**src/cole_pkg.sv**
```systemverilog
package cole_pkg;

   localparam int CAPACITY = 16;
   localparam int IDX_W    = $clog2(CAPACITY);
   localparam int CNT_W    = $clog2(CAPACITY + 1);
   localparam int VALUE_W  = 32;
   localparam int MODE_W   = 2;
   localparam int STATUS_W = 2;

   localparam logic [MODE_W-1:0] MODE_INSERT  = 2'd0;
   localparam logic [MODE_W-1:0] MODE_DELETE  = 2'd1;
   localparam logic [MODE_W-1:0] MODE_READOUT = 2'd2;
   localparam logic [MODE_W-1:0] MODE_UNUSED  = 2'd3;

   localparam logic [STATUS_W-1:0] ST_OK        = 2'd0;
   localparam logic [STATUS_W-1:0] ST_EMPTY     = 2'd1;
   localparam logic [STATUS_W-1:0] ST_NOT_FOUND = 2'd2;
   localparam logic [STATUS_W-1:0] ST_FULL      = 2'd3;

   typedef enum logic [1:0] {
      OP_INSERT,
      OP_DELETE,
      OP_READOUT
   } op_type;

   typedef struct packed {
      op_type                     op;
      logic signed [VALUE_W-1:0]  value;
   } cmd_type;

   typedef struct packed {
      logic    valid;
      cmd_type cmd;
   } cmd_chan_type;

   typedef enum logic [2:0] {
      BK_IDLE,
      BK_DEL_RD,
      BK_DEL_CMP,
      BK_SHF_RD,
      BK_SHF_WR,
      BK_OUT_RD,
      BK_OUT_SEND,
      BK_SEND
   } back_state_type;

endpackage

```
**src/cole_if.sv**
```systemverilog
interface cole_req_if;
   logic                                     valid;
   logic                                     ready;
   logic [cole_pkg::MODE_W-1:0]              mode;
   logic signed [cole_pkg::VALUE_W-1:0]      value;

   modport source (output valid, output mode, output value, input ready);
   modport sink   (input valid, input mode, input value, output ready);
endinterface

interface cole_rsp_if;
   logic                                     valid;
   logic                                     ready;
   logic [cole_pkg::STATUS_W-1:0]            status;
   logic signed [cole_pkg::VALUE_W-1:0]      entry_value;
   logic                                     backward;
   logic                                     last;

   modport source (output valid, output status, output entry_value, output backward,
                   output last, input ready);
   modport sink   (input valid, input status, input entry_value, input backward,
                   input last, output ready);
endinterface

```
**src/cole_front.sv**
```systemverilog
module cole_front (
   cole_req_if.sink                req_if,
   output cole_pkg::cmd_chan_type  push,
   input  logic                    push_ready
);
   import cole_pkg::*;

   logic accept;

   assign req_if.ready = push_ready;
   assign accept       = req_if.valid && push_ready;

   always_comb begin
      push.valid     = 1'b0;
      push.cmd.op    = OP_INSERT;
      push.cmd.value = req_if.value;
      case (req_if.mode)
         MODE_INSERT: begin
            push.valid  = accept;
            push.cmd.op = OP_INSERT;
         end
         MODE_DELETE: begin
            push.valid  = accept;
            push.cmd.op = OP_DELETE;
         end
         MODE_READOUT: begin
            push.valid  = accept;
            push.cmd.op = OP_READOUT;
         end
         default: begin
            // unused mode is taken and dropped
            push.valid = 1'b0;
         end
      endcase
   end
endmodule

```
**src/cole_queue.sv**
```systemverilog
module cole_queue (
   input  logic                    clock,
   input  logic                    reset,
   input  cole_pkg::cmd_chan_type  push,
   output logic                    push_ready,
   output cole_pkg::cmd_chan_type  pop,
   input  logic                    pop_ready
);
   import cole_pkg::*;

   cmd_type    slot_ff [2];
   logic       wr_ptr_ff, wr_ptr_in;
   logic       rd_ptr_ff, rd_ptr_in;
   logic [1:0] fill_ff, fill_in;
   logic       do_push, do_pop;

   assign push_ready = (fill_ff != 2'd2);
   assign pop.valid  = (fill_ff != 2'd0);
   assign pop.cmd    = slot_ff[rd_ptr_ff];

   assign do_push = push.valid && push_ready;
   assign do_pop  = pop.valid && pop_ready;

   always_comb begin
      wr_ptr_in = do_push ? !wr_ptr_ff : wr_ptr_ff;
      rd_ptr_in = do_pop ? !rd_ptr_ff : rd_ptr_ff;
      fill_in   = fill_ff + (do_push ? 2'd1 : 2'd0) - (do_pop ? 2'd1 : 2'd0);
   end

   always_ff @(posedge clock) begin
      if (reset) begin
         wr_ptr_ff <= 1'b0;
         rd_ptr_ff <= 1'b0;
         fill_ff   <= 2'd0;
      end else begin
         wr_ptr_ff <= wr_ptr_in;
         rd_ptr_ff <= rd_ptr_in;
         fill_ff   <= fill_in;
      end
   end

   always_ff @(posedge clock) begin
      if (do_push) begin
         slot_ff[wr_ptr_ff] <= push.cmd;
      end
   end
endmodule

```
**src/cole_back.sv**
```systemverilog
module cole_back (
   input  logic                    clock,
   input  logic                    reset,
   input  cole_pkg::cmd_chan_type  pop,
   output logic                    pop_ready,
   cole_rsp_if.source              rsp_if
);
   import cole_pkg::*;

   logic signed [VALUE_W-1:0]  entry_store_ff [CAPACITY];
   logic signed [VALUE_W-1:0]  rd_data_ff;

   back_state_type             state_ff, state_in;
   logic [IDX_W-1:0]           idx_ff, idx_in;
   logic [CNT_W-1:0]           count_ff, count_in;
   logic signed [VALUE_W-1:0]  value_ff, value_in;
   logic                       backward_ff, backward_in;
   logic [STATUS_W-1:0]        status_ff, status_in;

   logic                       rsp_valid_ff, rsp_valid_in;
   logic [STATUS_W-1:0]        rsp_status_ff, rsp_status_in;
   logic signed [VALUE_W-1:0]  rsp_value_ff, rsp_value_in;
   logic                       rsp_backward_ff, rsp_backward_in;
   logic                       rsp_last_ff, rsp_last_in;

   logic                       wr_en;
   logic [IDX_W-1:0]           wr_addr;
   logic signed [VALUE_W-1:0]  wr_data;
   logic [IDX_W-1:0]           rd_addr;
   logic [IDX_W-1:0]           idx_plus1;
   logic                       at_tail;
   logic                       is_full;
   logic                       is_empty;
   logic                       out_free;

   assign idx_plus1 = idx_ff + IDX_W'(1);
   assign at_tail   = (CNT_W'(idx_ff) + CNT_W'(1)) == count_ff;
   assign is_full   = (count_ff == CNT_W'(CAPACITY));
   assign is_empty  = (count_ff == '0);
   assign out_free  = !rsp_valid_ff || rsp_if.ready;

   assign rsp_if.valid       = rsp_valid_ff;
   assign rsp_if.status      = rsp_status_ff;
   assign rsp_if.entry_value = rsp_value_ff;
   assign rsp_if.backward    = rsp_backward_ff;
   assign rsp_if.last        = rsp_last_ff;

   always_comb begin
      state_in = state_ff;
      case (state_ff)
         BK_IDLE: begin
            if (pop.valid) begin
               case (pop.cmd.op)
                  OP_INSERT:  state_in = BK_SEND;
                  OP_DELETE:  state_in = is_empty ? BK_SEND : BK_DEL_RD;
                  OP_READOUT: state_in = is_empty ? BK_SEND : BK_OUT_RD;
                  default:    state_in = BK_IDLE;
               endcase
            end
         end
         BK_DEL_RD:  state_in = BK_DEL_CMP;
         BK_DEL_CMP: begin
            if (rd_data_ff == value_ff) begin
               state_in = BK_SHF_RD;
            end else if (at_tail) begin
               state_in = BK_SEND;
            end else begin
               state_in = BK_DEL_RD;
            end
         end
         BK_SHF_RD:  state_in = at_tail ? BK_SEND : BK_SHF_WR;
         BK_SHF_WR:  state_in = BK_SHF_RD;
         BK_OUT_RD:  state_in = BK_OUT_SEND;
         BK_OUT_SEND: begin
            if (out_free) begin
               state_in = (backward_ff && idx_ff == '0) ? BK_IDLE : BK_OUT_RD;
            end
         end
         BK_SEND: begin
            if (out_free) begin
               state_in = BK_IDLE;
            end
         end
         default: state_in = BK_IDLE;
      endcase
   end

   always_comb begin
      pop_ready       = 1'b0;
      wr_en           = 1'b0;
      wr_addr         = idx_ff;
      wr_data         = rd_data_ff;
      rd_addr         = idx_ff;
      idx_in          = idx_ff;
      count_in        = count_ff;
      value_in        = value_ff;
      backward_in     = backward_ff;
      status_in       = status_ff;
      rsp_valid_in    = rsp_valid_ff && !rsp_if.ready;
      rsp_status_in   = rsp_status_ff;
      rsp_value_in    = rsp_value_ff;
      rsp_backward_in = rsp_backward_ff;
      rsp_last_in     = rsp_last_ff;
      case (state_ff)
         BK_IDLE: begin
            pop_ready = 1'b1;
            if (pop.valid) begin
               value_in    = pop.cmd.value;
               idx_in      = '0;
               backward_in = 1'b0;
               status_in   = ST_OK;
               case (pop.cmd.op)
                  OP_INSERT: begin
                     if (is_full) begin
                        status_in = ST_FULL;
                     end else begin
                        wr_en    = 1'b1;
                        wr_addr  = count_ff[IDX_W-1:0];
                        wr_data  = pop.cmd.value;
                        count_in = count_ff + CNT_W'(1);
                     end
                  end
                  OP_DELETE, OP_READOUT: begin
                     if (is_empty) begin
                        status_in = ST_EMPTY;
                     end
                  end
                  default: begin
                     status_in = ST_OK;
                  end
               endcase
            end
         end
         BK_DEL_CMP: begin
            if (rd_data_ff != value_ff) begin
               if (at_tail) begin
                  status_in = ST_NOT_FOUND;
               end else begin
                  idx_in = idx_plus1;
               end
            end
         end
         BK_SHF_RD: begin
            rd_addr = idx_plus1;
            if (at_tail) begin
               count_in  = count_ff - CNT_W'(1);
               status_in = ST_OK;
            end
         end
         BK_SHF_WR: begin
            rd_addr = idx_plus1;
            wr_en   = 1'b1;
            wr_addr = idx_ff;
            wr_data = rd_data_ff;
            idx_in  = idx_plus1;
         end
         BK_OUT_SEND: begin
            if (out_free) begin
               rsp_valid_in    = 1'b1;
               rsp_status_in   = ST_OK;
               rsp_value_in    = rd_data_ff;
               rsp_backward_in = backward_ff;
               rsp_last_in     = backward_ff && (idx_ff == '0);
               if (!backward_ff) begin
                  if (at_tail) begin
                     backward_in = 1'b1;
                  end else begin
                     idx_in = idx_plus1;
                  end
               end else if (idx_ff != '0) begin
                  idx_in = idx_ff - IDX_W'(1);
               end
            end
         end
         BK_SEND: begin
            if (out_free) begin
               rsp_valid_in    = 1'b1;
               rsp_status_in   = status_ff;
               rsp_value_in    = '0;
               rsp_backward_in = 1'b0;
               rsp_last_in     = 1'b1;
            end
         end
         default: begin
            pop_ready = 1'b0;
         end
      endcase
   end

   always_ff @(posedge clock) begin
      if (reset) begin
         state_ff     <= BK_IDLE;
         count_ff     <= '0;
         rsp_valid_ff <= 1'b0;
      end else begin
         state_ff     <= state_in;
         count_ff     <= count_in;
         rsp_valid_ff <= rsp_valid_in;
      end
   end

   always_ff @(posedge clock) begin
      idx_ff          <= idx_in;
      value_ff        <= value_in;
      backward_ff     <= backward_in;
      status_ff       <= status_in;
      rsp_status_ff   <= rsp_status_in;
      rsp_value_ff    <= rsp_value_in;
      rsp_backward_ff <= rsp_backward_in;
      rsp_last_ff     <= rsp_last_in;
   end

   always_ff @(posedge clock) begin
      if (wr_en) begin
         entry_store_ff[wr_addr] <= wr_data;
      end
      rd_data_ff <= entry_store_ff[rd_addr];
   end
endmodule

```
**src/circular_ordered_list_engine.sv**
```systemverilog
// channel   | dir | handshake           | payload
// req_if    | in  | valid/ready         | mode, value
// rsp_if    | out | valid/ready         | status, entry_value, backward, last
//
// Insert: result via BK_SEND. Delete: BK_DEL_RD, BK_DEL_CMP per entry scanned
// plus BK_SHF_RD, BK_SHF_WR per entry moved up; store reads are registered.
// Readout: BK_OUT_RD, BK_OUT_SEND per result. Reset clears state, entry count
// and result valid, not the store. A two-deep request queue lets requests in
// while the back end works or the result register waits on rsp_if.ready.
module circular_ordered_list_engine (
   input logic        clock,
   input logic        reset,
   cole_req_if.sink   req_if,
   cole_rsp_if.source rsp_if
);
   import cole_pkg::*;

   cmd_chan_type push;
   logic         push_ready;
   cmd_chan_type pop;
   logic         pop_ready;

   cole_front u_front (
      .req_if     (req_if),
      .push       (push),
      .push_ready (push_ready)
   );

   cole_queue u_queue (
      .clock      (clock),
      .reset      (reset),
      .push       (push),
      .push_ready (push_ready),
      .pop        (pop),
      .pop_ready  (pop_ready)
   );

   cole_back u_back (
      .clock     (clock),
      .reset     (reset),
      .pop       (pop),
      .pop_ready (pop_ready),
      .rsp_if    (rsp_if)
   );

`ifndef ASSERT_OFF
   a_push_fits: assert property (@(posedge clock) disable iff (reset)
      push.valid |-> push_ready)
      else $error("queue push while full");

   a_mid_is_entry: assert property (@(posedge clock) disable iff (reset)
      rsp_if.valid && !rsp_if.last |-> rsp_if.status == ST_OK)
      else $error("non-final response is not an entry");

   a_status_clean: assert property (@(posedge clock) disable iff (reset)
      rsp_if.valid && rsp_if.status != ST_OK |->
         rsp_if.entry_value == 0 && !rsp_if.backward && rsp_if.last)
      else $error("status response carries entry fields");
`endif
endmodule
```
**src/flat_wrapper.sv**
```systemverilog
// flat-port wrapper written by rule: the top's interface ports become plain ports
module circular_ordered_list_engine_flat import cole_pkg::*;
  (clock, reset, req_if_valid, req_if_mode, req_if_value, req_if_ready, rsp_if_valid, rsp_if_status, rsp_if_entry_value, rsp_if_backward, rsp_if_last, rsp_if_ready);
  cole_req_if req_if_i ();
  cole_rsp_if rsp_if_i ();
  input logic clock;
  input logic reset;
  input wire logic [$bits(req_if_i.valid)-1:0] req_if_valid;
  input wire logic [$bits(req_if_i.mode)-1:0] req_if_mode;
  input wire logic [$bits(req_if_i.value)-1:0] req_if_value;
  output wire logic [$bits(req_if_i.ready)-1:0] req_if_ready;
  output wire logic [$bits(rsp_if_i.valid)-1:0] rsp_if_valid;
  output wire logic [$bits(rsp_if_i.status)-1:0] rsp_if_status;
  output wire logic [$bits(rsp_if_i.entry_value)-1:0] rsp_if_entry_value;
  output wire logic [$bits(rsp_if_i.backward)-1:0] rsp_if_backward;
  output wire logic [$bits(rsp_if_i.last)-1:0] rsp_if_last;
  input wire logic [$bits(rsp_if_i.ready)-1:0] rsp_if_ready;
  assign req_if_i.valid = req_if_valid;
  assign req_if_i.mode = req_if_mode;
  assign req_if_i.value = req_if_value;
  assign req_if_ready = req_if_i.ready;
  assign rsp_if_valid = rsp_if_i.valid;
  assign rsp_if_status = rsp_if_i.status;
  assign rsp_if_entry_value = rsp_if_i.entry_value;
  assign rsp_if_backward = rsp_if_i.backward;
  assign rsp_if_last = rsp_if_i.last;
  assign rsp_if_i.ready = rsp_if_ready;
  circular_ordered_list_engine u_core (.clock(clock), .reset(reset), .req_if(req_if_i), .rsp_if(rsp_if_i));
endmodule
```
**config.mk**
```make
export PLATFORM = sky130hd
export DESIGN_NAME = circular_ordered_list_engine_flat
export DESIGN_NICKNAME = d
export VERILOG_FILES = /design/src/cole_pkg.sv /design/src/cole_if.sv /design/src/cole_front.sv /design/src/cole_queue.sv /design/src/cole_back.sv /design/src/circular_ordered_list_engine.sv /design/src/flat_wrapper.sv
export SDC_FILE = /design/constraint.sdc
export NUM_CORES = 1
export LEC_CHECK = 0
export ABC_CLOCK_PERIOD_IN_PS = 8200
export BUFFER_PORTS_ARGS = -buffer_cell sky130_fd_sc_hd__buf_2
export CORE_AREA = 2 2 180 252
export CTS_BUF_LIST = sky130_fd_sc_hd__clkbuf_2
export DETAILED_ROUTE_END_ITERATION = 10
export DIE_AREA = 0 0 182 254
export MAX_ROUTING_LAYER = met4
export PLACE_DENSITY = 0.85
export SYNTH_ARGS = -nofsm -noshare
export SYNTH_HDL_FRONTEND = slang
export SYNTH_HIERARCHICAL = 1
export SYNTH_SLANG_ARGS = --single-unit
```
**constraint.sdc**
```tcl
create_clock -name clock -period 8.2 [get_ports clock]
set_input_delay 1.64 -clock clock [delete_from_list [all_inputs] [get_ports clock]]
set_output_delay 1.64 -clock clock [all_outputs]
set_load 0.05 [all_outputs]
```
=== Word level (Yosys, flattened, before mapping) ===
Memory sizes are Yosys's and may differ from the RTL's. A register that Yosys moved wholly into a read port is not among the register bits.
Index checks and enable logic that the tools add are counted.

* Flip-flop bits (word level): 88
* Memories kept: 2
* Latch bits: 0
* Bits of input ports: 38
* Output and inout bits: 38
* Bits in read-only memories: 0
* Memory bits (writable): 580

{| class="wikitable"
|+ Memory list
! memory !! depth !! bits a word !! read ports !! clocked after Yosys merged registers in !! write ports !! line !! text
|-
| u_core.u_back.entry_store_ff || 16 || 32 || 1 || 1 || 1 || cole_back.sv:10 || <nowiki>logic signed [VALUE_W-1:0] entry_store_ff [CAPACITY];</nowiki>
|-
| u_core.u_queue.slot_ff || 2 || 34 || 1 || 1 || 1 || cole_queue.sv:11 || <nowiki>cmd_type slot_ff [2];</nowiki>
|}

* Bitwise operators: 0
* Order comparisons: 0
* $add $sub $neg: 7
* Reduce and logical (&&, ||, !) cells: 33
* Multiply operators: 0
* Div/mod/pow operators: 0
* Equal/unequal tests: 25
* Shifts and indexed selects: 0
* Mux-type cells: 74

{| class="wikitable"
|+ Operators by type and width
! operator !! number
|-
| 2-to-1 mux 32 bit || 6
|-
| case mux 32 bit (2 select lines) || 1
|-
| 2-to-1 mux 4 bit || 11
|-
| equality test 32 bit || 1
|-
| inequality test 32 bit || 1
|-
| 2-to-1 mux 1 bit || 24
|-
| case mux 3 bit (8 select lines) || 1
|-
| 2-to-1 mux 3 bit || 7
|-
| 2-to-1 mux 5 bit || 4
|-
| 2-to-1 mux 2 bit || 9
|-
| case mux 4 bit (4 select lines) || 1
|-
| AND reduction 5 bit || 3
|-
| inequality test 2 bit (second input constant) || 7
|-
| equality test 3 bit (second input constant) || 4
|-
| case mux 2 bit (2 select lines) || 3
|-
| case mux 5 bit (2 select lines) || 1
|-
| case mux 3 bit (3 select lines) || 1
|-
| AND reduction 3 bit || 3
|-
| case mux 1 bit (2 select lines) || 4
|-
| nonzero test 2 bit || 4
|-
| nonzero test 4 bit || 2
|-
| equality test 3 x 2 -> 1 bit (second input constant) || 2
|-
| case mux 2 bit (3 select lines) || 1
|-
| OR reduction 2 bit || 3
|-
| 24 further kinds || 35
|}

=== Depth between registers and ports, before layout ===
Gate-level depths: netlist of run 1.

* Depth after elaboration: 7
* Gate-level depth with buffers: 12
* Depth with buffers taken out: 10

=== Hierarchy ===
Netlist of run 1, hierarchy kept.

{| class="wikitable"
|+ By module, submodules not included
! module !! area each (um2) !! cells an instance !! seq. area each (um2) !! times used
|-
| cole_back || 26,624.3 || 1,996 || 18,447.7 || 1
|-
| cole_queue || 2,712.6 || 135 || 2,142.1 || 1
|-
| cole_front || 271.5 || 37 || 0.0 || 1
|}

=== Worst setup path after synthesis of run 1 ===
Ideal clock, no wire load.

* Path kind: input-to-reg
* From: input rsp_if_ready
* To: register u_core.u_back.rsp_backward_ff, in the netlist u_core/u_back/rsp_if.backward, enable pin
* Buffers on the path: 0
* Data required time: 7,767 ps
* Stages on the path: 2
* Slack: 4,336 ps
* Arrival: 3,431 ps
* Library setup time: 433 ps
* Cell sequence: nand2b_1 nor2b_1

* Word-level cells in the longest chain between the ends: 3

{| class="wikitable"
|+ RTL lines
! item !! line !! text
|-
| start, declared || flat_wrapper.sv:17 || <nowiki>input wire logic [$bits(rsp_if_i.ready)-1:0] rsp_if_ready;</nowiki>
|-
| logical OR 1 bit * || cole_back.sv:40 || <nowiki>assign out_free = !rsp_valid_ff || rsp_if.ready;</nowiki>
|-
| inequality test 2 bit (no line) || n/a ||
|-
| AND reduction 3 bit (no line) * || n/a ||
|-
| end signal, assigned || cole_back.sv:209 || <nowiki>rsp_backward_ff <= rsp_backward_in;</nowiki>
|-
| end, declared || cole_back.sv:23 || <nowiki>logic rsp_backward_ff, rsp_backward_in;</nowiki>
|}

Every way passes the cells marked *; elsewhere a longest branch is shown, timed or not.
A chain may end at the register's enable or synchronous reset.

==> results of run 1 <==
==> cells in the final DEF, fill, tap and decap left out, types with 4 or more instances in the layout <==
cell type  instances
edfxtp_1         655
nand2_1          534
mux2i_1          260
clkbuf_2         237
o21ai_0          128
buf_2             75
dfxtp_1           45
xnor2_1           41
nand4_1           41
and2_1            34
mux2_1            34
mux2_2            32
clkinv_1          25
nor2_1            23
inv_1             17
nor2_4            16
nand3_1           13
a21oi_1           12
o21ai_1           12
ha_1              11
nor2b_1            8
buf_4              8
nor3_1             7
a31oi_1            6
a211oi_1           6
bufinv_16          5
nand2b_1           5
nor4_1             4
o22ai_1            4
a32oi_1            4
buf_12             4
==> cell usage after synthesis (3+ instances only) <==
master	number
and3_1	3
o22ai_1	4
a21o_1	3
inv_1	17
ha_1	11
nand4_1	41
a31oi_1	6
and2_1	34
mux2_1	34
edfxtp_1	655
o221ai_1	3
nor3_1	7
nand2_1	534
buf_1	7
nor2_1	39
a32oi_1	4
buf_4	44
o21ai_1	12
clkbuf_1	41
xnor2_1	41
dfxtp_1	46
o21ai_0	130
mux2i_1	261
mux2_2	32
o31a_1	3
nand2b_1	5
buf_2	62
nor2b_1	9
a211oi_1	6
nand3_1	13
a21oi_1	12
nor4_1	4
==> path summary, 6_finish.rpt <==
kind              slack (ps)                                  end  cells past startpoint
hold / removal           520                             register                      2
setup / recovery        3660  u_core/u_back/entry_store_ff[12][3]                      8
setup reg to reg        3660  u_core/u_back/entry_store_ff[12][3]                      8
hold reg to reg          520                             register                      2
==> per-stage QoR <==
stage / instance area (um2) / util [%] / hold WS (ps) / setup WS [ps] / total power, mW
global placement: 30200 / 68.6 / 486 / 3870 / 9.83
floorplan: 29600 / - / 472 / 4340 / 8.63
detailed placement: 30200 / 68.6 / 499 / 3680 / 10.0
finish: 31600 / 71.9 / 519 / 3660 / 12.3
global route: 31600 / 71.9 / 562 / 3430 / 12.8
CTS: 31600 / 71.9 / 526 / 3620 / 12.2
==> power breakdown <==
group	internal [mW]	total (mW)	switching (mW)
Sequential	4.82	5.11	0.294
Clock	0.915	2.17	1.26
Combinational	1.64	4.97	3.33
Total	7.37	12.3	4.89
==> state kept, by name, indices dropped and copies added (netlist names), 2 cells and up, named ones only <==
name and flops:
u_core/u_back/status_ff 2, u_core/u_back/rd_data_ff 32, u_core/u_back/state_ff 3, u_core/u_back/idx_ff 4
u_core/u_back/value_ff 32, u_core/u_queue/fill_ff 2, u_core/u_back/rsp_if.entry_value 32, u_core/u_back/entry_store_ff 512
u_core/u_back/rsp_if.status 2, u_core/u_back/count_ff 5, u_core/u_queue/slot_ff 68
==> worst max-delay path, stage by stage, from the launching register on <==
cell,delay (ps)
dfxtp_2,920
mux2_1,450
inv_1,110
ha_1,210
inv_1,100
a211oi_4,150
buf_4,520
a32oi_1,490
nor2_4,1090
==> final cells by class <==
cell class / count / area (um2)
Sequential cell: 701 / 20600
Clock inverter: 34 / 267
Multi-Input combinational cell: 1290 / 8280
Fill cell: 2784 / 12300
Timing Repair Buffer: 87 / 515
Tap cell: 558 / 698
Antenna cell: 1 / 2.50
Inverter: 20 / 75.1
Clock buffer: 237 / 1190
==> routing by layer <==
layer  wire (um)  global-route usage, %  vias up
met5           0                      -        -
met4        3040                   16.0        0
met2       32800                   47.9      940
met3        5650                   4.61      159
met1       24400                   35.9     8628
li1            -                      -     8071
==> cell families after synthesis <==
kind of cell / after synthesis / synth area share [%]
DFF: 701 / 69.5
and+or+nand+nor: 704 / 10.1
adders and majority gates: 12 / 0.532
buffers and inverters: 177 / 3.10
AOI/OAI and AO/OA: 203 / 4.07
xor gates and xnor gates: 44 / 1.35
muxes: 327 / 11.3
==> flow_metrics.env, run 1 <==
export IMPL_grt_overflow_total=0
export IMPL_vias=17800
export IMPL_synth_edf_count=655
export IMPL_clk_path_buf_depth=3
export IMPL_fin_cells=2928
export IMPL_final_hold_violation_count=0
export IMPL_hpwl_um=39700
export IMPL_period_needed_ps=4540
export IMPL_area_growth_pct=6.78
export IMPL_synth_ff_type="edfxtp_1"
export IMPL_grt_setup_unrepaired="no"
export IMPL_grt_pass1_vias=17800
export IMPL_crit_type="register to register"
export IMPL_skew_ps=55.5
export IMPL_numClockSinks=701
export IMPL_num_rows=91
export IMPL_ys_top_cells_by_area="edfxtp_1 66%, mux2i_1 8.8%, nand2_1 6.8%"
export IMPL_drv_cap=0
export IMPL_hp_start="u_core/u_queue/rd_ptr_ff"
export IMPL_crit_fanout=46
export IMPL_via_per_inst=6.08
export IMPL_cts_buffers=151
export IMPL_worst_slew_pin_slew_ps=1380
export IMPL_grt_antenna_before_repair=2
export IMPL_synth_largest_area_cell="edfxtp_1"
export IMPL_ctsRootBufferMaster="clkbuf_2"
export IMPL_synthCells=2168
export IMPL_power_density_mw_per_mm2=388
export IMPL_gp_congestion=0.917
export IMPL_slew_violations=0
export IMPL_setup_viol=0
export IMPL_post_drt_wl_per_cell_um=22.5
export IMPL_drive_gt1_share_pct=17.1
export IMPL_synth_cell_types=70
export IMPL_ys_seq_area_share_pct=69.5
export IMPL_clock_latency_ps=1120
export IMPL_start_util_pct=67.4
export IMPL_grt_pass1_wl_um=98800
export IMPL_leakage_nw=11.8
export IMPL_cts_tree="yes"
export IMPL_hp_class="register to register"
export IMPL_die_w_um=182
export IMPL_path_clk_slew_ps=90
export IMPL_drt_iter0_drc=1926
export IMPL_core_mm2=0.0439
export IMPL_max_freq_mhz=220
export IMPL_nets=2301
export IMPL_synthArstFlopShare_pct=0
export IMPL_io_buffer_count=75
export IMPL_post_cts_buffers=0
export IMPL_grt_max_degree=257
export IMPL_finalWirelength_um=66000
export IMPL_ys_ff_latch=701
export IMPL_crit_arrival_ps=5230
export IMPL_setup_tns_ps=0
export IMPL_netlist_area_leader_share_pct=66.4
export IMPL_firstDrtPassIters=5
export IMPL_yosys_warnings=6
export IMPL_synthesis_area_mm2=0.0296
export IMPL_maxSlewHeadroom_pct=7.86
export IMPL_place_inst=2656
export IMPL_ir_worst_vdd_mv=0.600
export IMPL_ctsHoldBuffers=0
export IMPL_drc=0
export IMPL_ioPinCount=76
export IMPL_h_tree_depth=4
export IMPL_syn_area_per_cell_um2=13.7
export IMPL_cp_required_ps=8890
export IMPL_fin_crit_sh_pct=55.4
export IMPL_startpoint_type="register"
export IMPL_grt_usage_pct=29.5
export IMPL_die_height_um=254
export IMPL_syn_nets=2218
export IMPL_endpoint_kind="register"
export IMPL_die_area_mm2=0.0462
export IMPL_ant_nets=0
export IMPL_cts_repair_resized=0
export IMPL_status="complete, no violations"
(Power assumes the default switching activity.)
==> run 2: changes to the inputs <==
- ABC_CLOCK_PERIOD_IN_PS: 8200 -> 3900
- CORE_AREA: 2 2 180 252 -> 2 2 194 273
- DIE_AREA: 0 0 182 254 -> 0 0 196 275
- PLACE_DENSITY: 0.85 -> 0.77
- clock period: 8.2 -> 3.9 ns (I/O delays scaled with it)
==> run 2 against run 1 <==
- clock power is 110% higher
- worst hold slack worse by 340 ps
- register-to-register slack got worse by 3300 ps
==> flow_metrics.env, run 2 (same netlist as run 1, synthesis figures left out) <==
export IMPL_grt_overflow_total=0
export IMPL_cts_buffers=150
export IMPL_die_w_um=196
export IMPL_fin_crit_sh_pct=91.3
export IMPL_crit_type="register to register"
export IMPL_core_mm2=0.0515
export IMPL_final_common_cell="edfxtp_1"
export IMPL_start_util_pct=57.5
export IMPL_path_cells="or2_1, or4b_4, a211oi_4, buf_4, nor2_1, a31oi_1, nor2_4, buf_12"
export IMPL_path_clk_slew_ps=100
export IMPL_grt_antenna_before_repair=2
export IMPL_min_path_cells=5
export IMPL_max_flop_register="u_core/u_back/entry_store_ff"
export IMPL_die_area_mm2=0.0539
export IMPL_cp_required_ps=4700
export IMPL_hp_class="primary input to register"
export IMPL_worst_slew_pin_slew_ps=1100
export IMPL_leakage_nw=12.3
export IMPL_whs_endpoint="u_core/u_queue/wr_ptr_ff"
export IMPL_r2r_cells=8
export IMPL_ctsRootBufferMaster="clkbuf_2"
export IMPL_area_growth_pct=10.2
export IMPL_num_rows=99
export IMPL_setup_tns_ps=0
export IMPL_clock_latency_ps=1130
export IMPL_vias=18000
export IMPL_final_hold_violation_count=0
export IMPL_grt_pass1_vias=18100
export IMPL_grt_pass1_wl_um=102000
export IMPL_die_height_um=275
export IMPL_drc=0
export IMPL_endpoint_kind="register"
export IMPL_power_density_mw_per_mm2=787
export IMPL_ant_nets=0
export IMPL_final_cell_mix="655 x edfxtp_1, 534 x nand2_1, 260 x mux2i_1, 233 x clkbuf_2, 128 x o21ai_0"
export IMPL_r2r_start="u_core/u_queue/fill_ff[0]"
export IMPL_grt_max_degree=163
export IMPL_startpoint_type="register"
export IMPL_post_drt_wl_per_cell_um=21.8
export IMPL_cp_slowest_cell="a31oi_1"
export IMPL_skew_ps=105
export IMPL_fin_cells=3116
export IMPL_via_per_inst=5.78
export IMPL_top_regs="u_core/u_back/entry_store_ff x512, u_core/u_queue/slot_ff x68"
export IMPL_numClockSinks=701
export IMPL_slew_violations=0
export IMPL_grt_usage_pct=26.0
export IMPL_h_tree_depth=4
export IMPL_hp_start="req_if_valid"
export IMPL_hpwl_um=41200
export IMPL_drv_cap=0
export IMPL_gp_congestion=0.893
export IMPL_grt_setup_unrepaired="no"
export IMPL_whs_ps=181
export IMPL_cts_tree="yes"
export IMPL_nets=2386
export IMPL_io_buffer_count=75
export IMPL_clk_path_buf_depth=3
export IMPL_ir_worst_vdd_mv=0.795
export IMPL_max_freq_mhz=281
export IMPL_ioPinCount=76
export IMPL_fillers=3762
export IMPL_firstDrtPassIters=5
export IMPL_drt_iter0_drc=1787
export IMPL_r2r_end="u_core/u_back/entry_store_ff[12][31]"
export IMPL_max_stage_delay_ps=740
export IMPL_r2r_slack_ps=340
export IMPL_largest_register_ffs=512
export IMPL_crit_arrival_ps=4360
export IMPL_finalWirelength_um=67800
export IMPL_drive_gt1_share_pct=18.5
export IMPL_maxSlewHeadroom_pct=26.4
export IMPL_setup_viol=0
export IMPL_crit_fanout=23
export IMPL_period_needed_ps=3560
export IMPL_status="complete, no violations"
export IMPL_place_inst=2804
## run 2: cell types whose count changed in the layout (fill, tap and decap cells not counted)
cell / before / now
buf_4: 8 / 46
inv_6: 0 / 2
dlygate4sd3_1: 0 / 36
clkbuf_2: 237 / 233
bufinv_16: 5 / 4
clkinv_2: 3 / 1
clkinv_1: 25 / 29
clkinv_4: 0 / 3
inv_2: 3 / 2
clkinvlp_4: 1 / 4
buf_12: 4 / 16
## run 2: critical path: cells and delay by family (launching register included)
family,cells,cell delay [ps]
AO/OA/AOI/OAI,2,1250
flip-flops,1,450
AND/OR/NAND/NOR,4,1020
buffers and inverters,2,500
## run 2: worst max path at each step
stage	startpoint	end	slack, ps	cells past startpoint
2_1_floorplan	register	u_core/u_back/entry_store_ff[0][0]	80	10
3_3_place_gp	u_core/u_queue/fill_ff[0]	u_core/u_back/entry_store_ff[14][30]	610	8
3_5_place_dp	u_core/u_queue/fill_ff[0]	u_core/u_back/entry_store_ff[12][20]	500	8
4_1_cts	u_core/u_queue/fill_ff[1]	u_core/u_back/entry_store_ff[14][31]	370	8
5_1_grt	u_core/u_queue/fill_ff[0]	u_core/u_back/entry_store_ff[12][23]	180	8
6_report	u_core/u_queue/fill_ff[0]	u_core/u_back/entry_store_ff[12][31]	340	8
## run 2: what timing repair did
| action | in CTS | in global routing |
|---|---|---|
| setup buffers | 0 | 0 |
| resized for setup | 0 | 0 |
| endpoints found under the hold margin | 80 | 0 |
| hold buffers | 36 | 0 |
## run 2: through the flow
step                      area (um2)  setup WS, ps  util (%)  total power, mW
after floorplan                29600          84.4         -             18.1
after global placement         30800           609      59.8             20.8
after detailed placement       30800           501      59.8             21.2
after CTS                      32600           373      63.3             25.8
after global routing           32600           180      63.3             27.1
final                          32600           339      63.3             25.7
## run 2: metal layers
layer  share of wire, %  global-route usage, %
met5                  0                      -
met3                6.7                   4.28
met1                 38                   30.7
met4                5.2                   14.9
met2                 50                   42.7
## run 2: layout make-up
class / count / area (um2) / area share (%)
flip-flops and latches: 701 / 20600 / 63.1
multi-input cells: 1290 / 8280 / 25.4
repair buffers: 173 / 1400 / 4.29
clock buffers: 233 / 1170 / 3.57
well taps: 656 / 821 / 2.51
clock inverters: 42 / 304 / 0.931
inverters: 20 / 75.1 / 0.230
diodes: 1 / 2.50 / 0.00767
## run 2: power by group
group | switching [mW] | total, mW | internal, mW
clock | 2.72 | 4.58 | 1.86
combinational | 6.83 | 10.5 | 3.62
sequential | 0.541 | 10.7 | 10.1
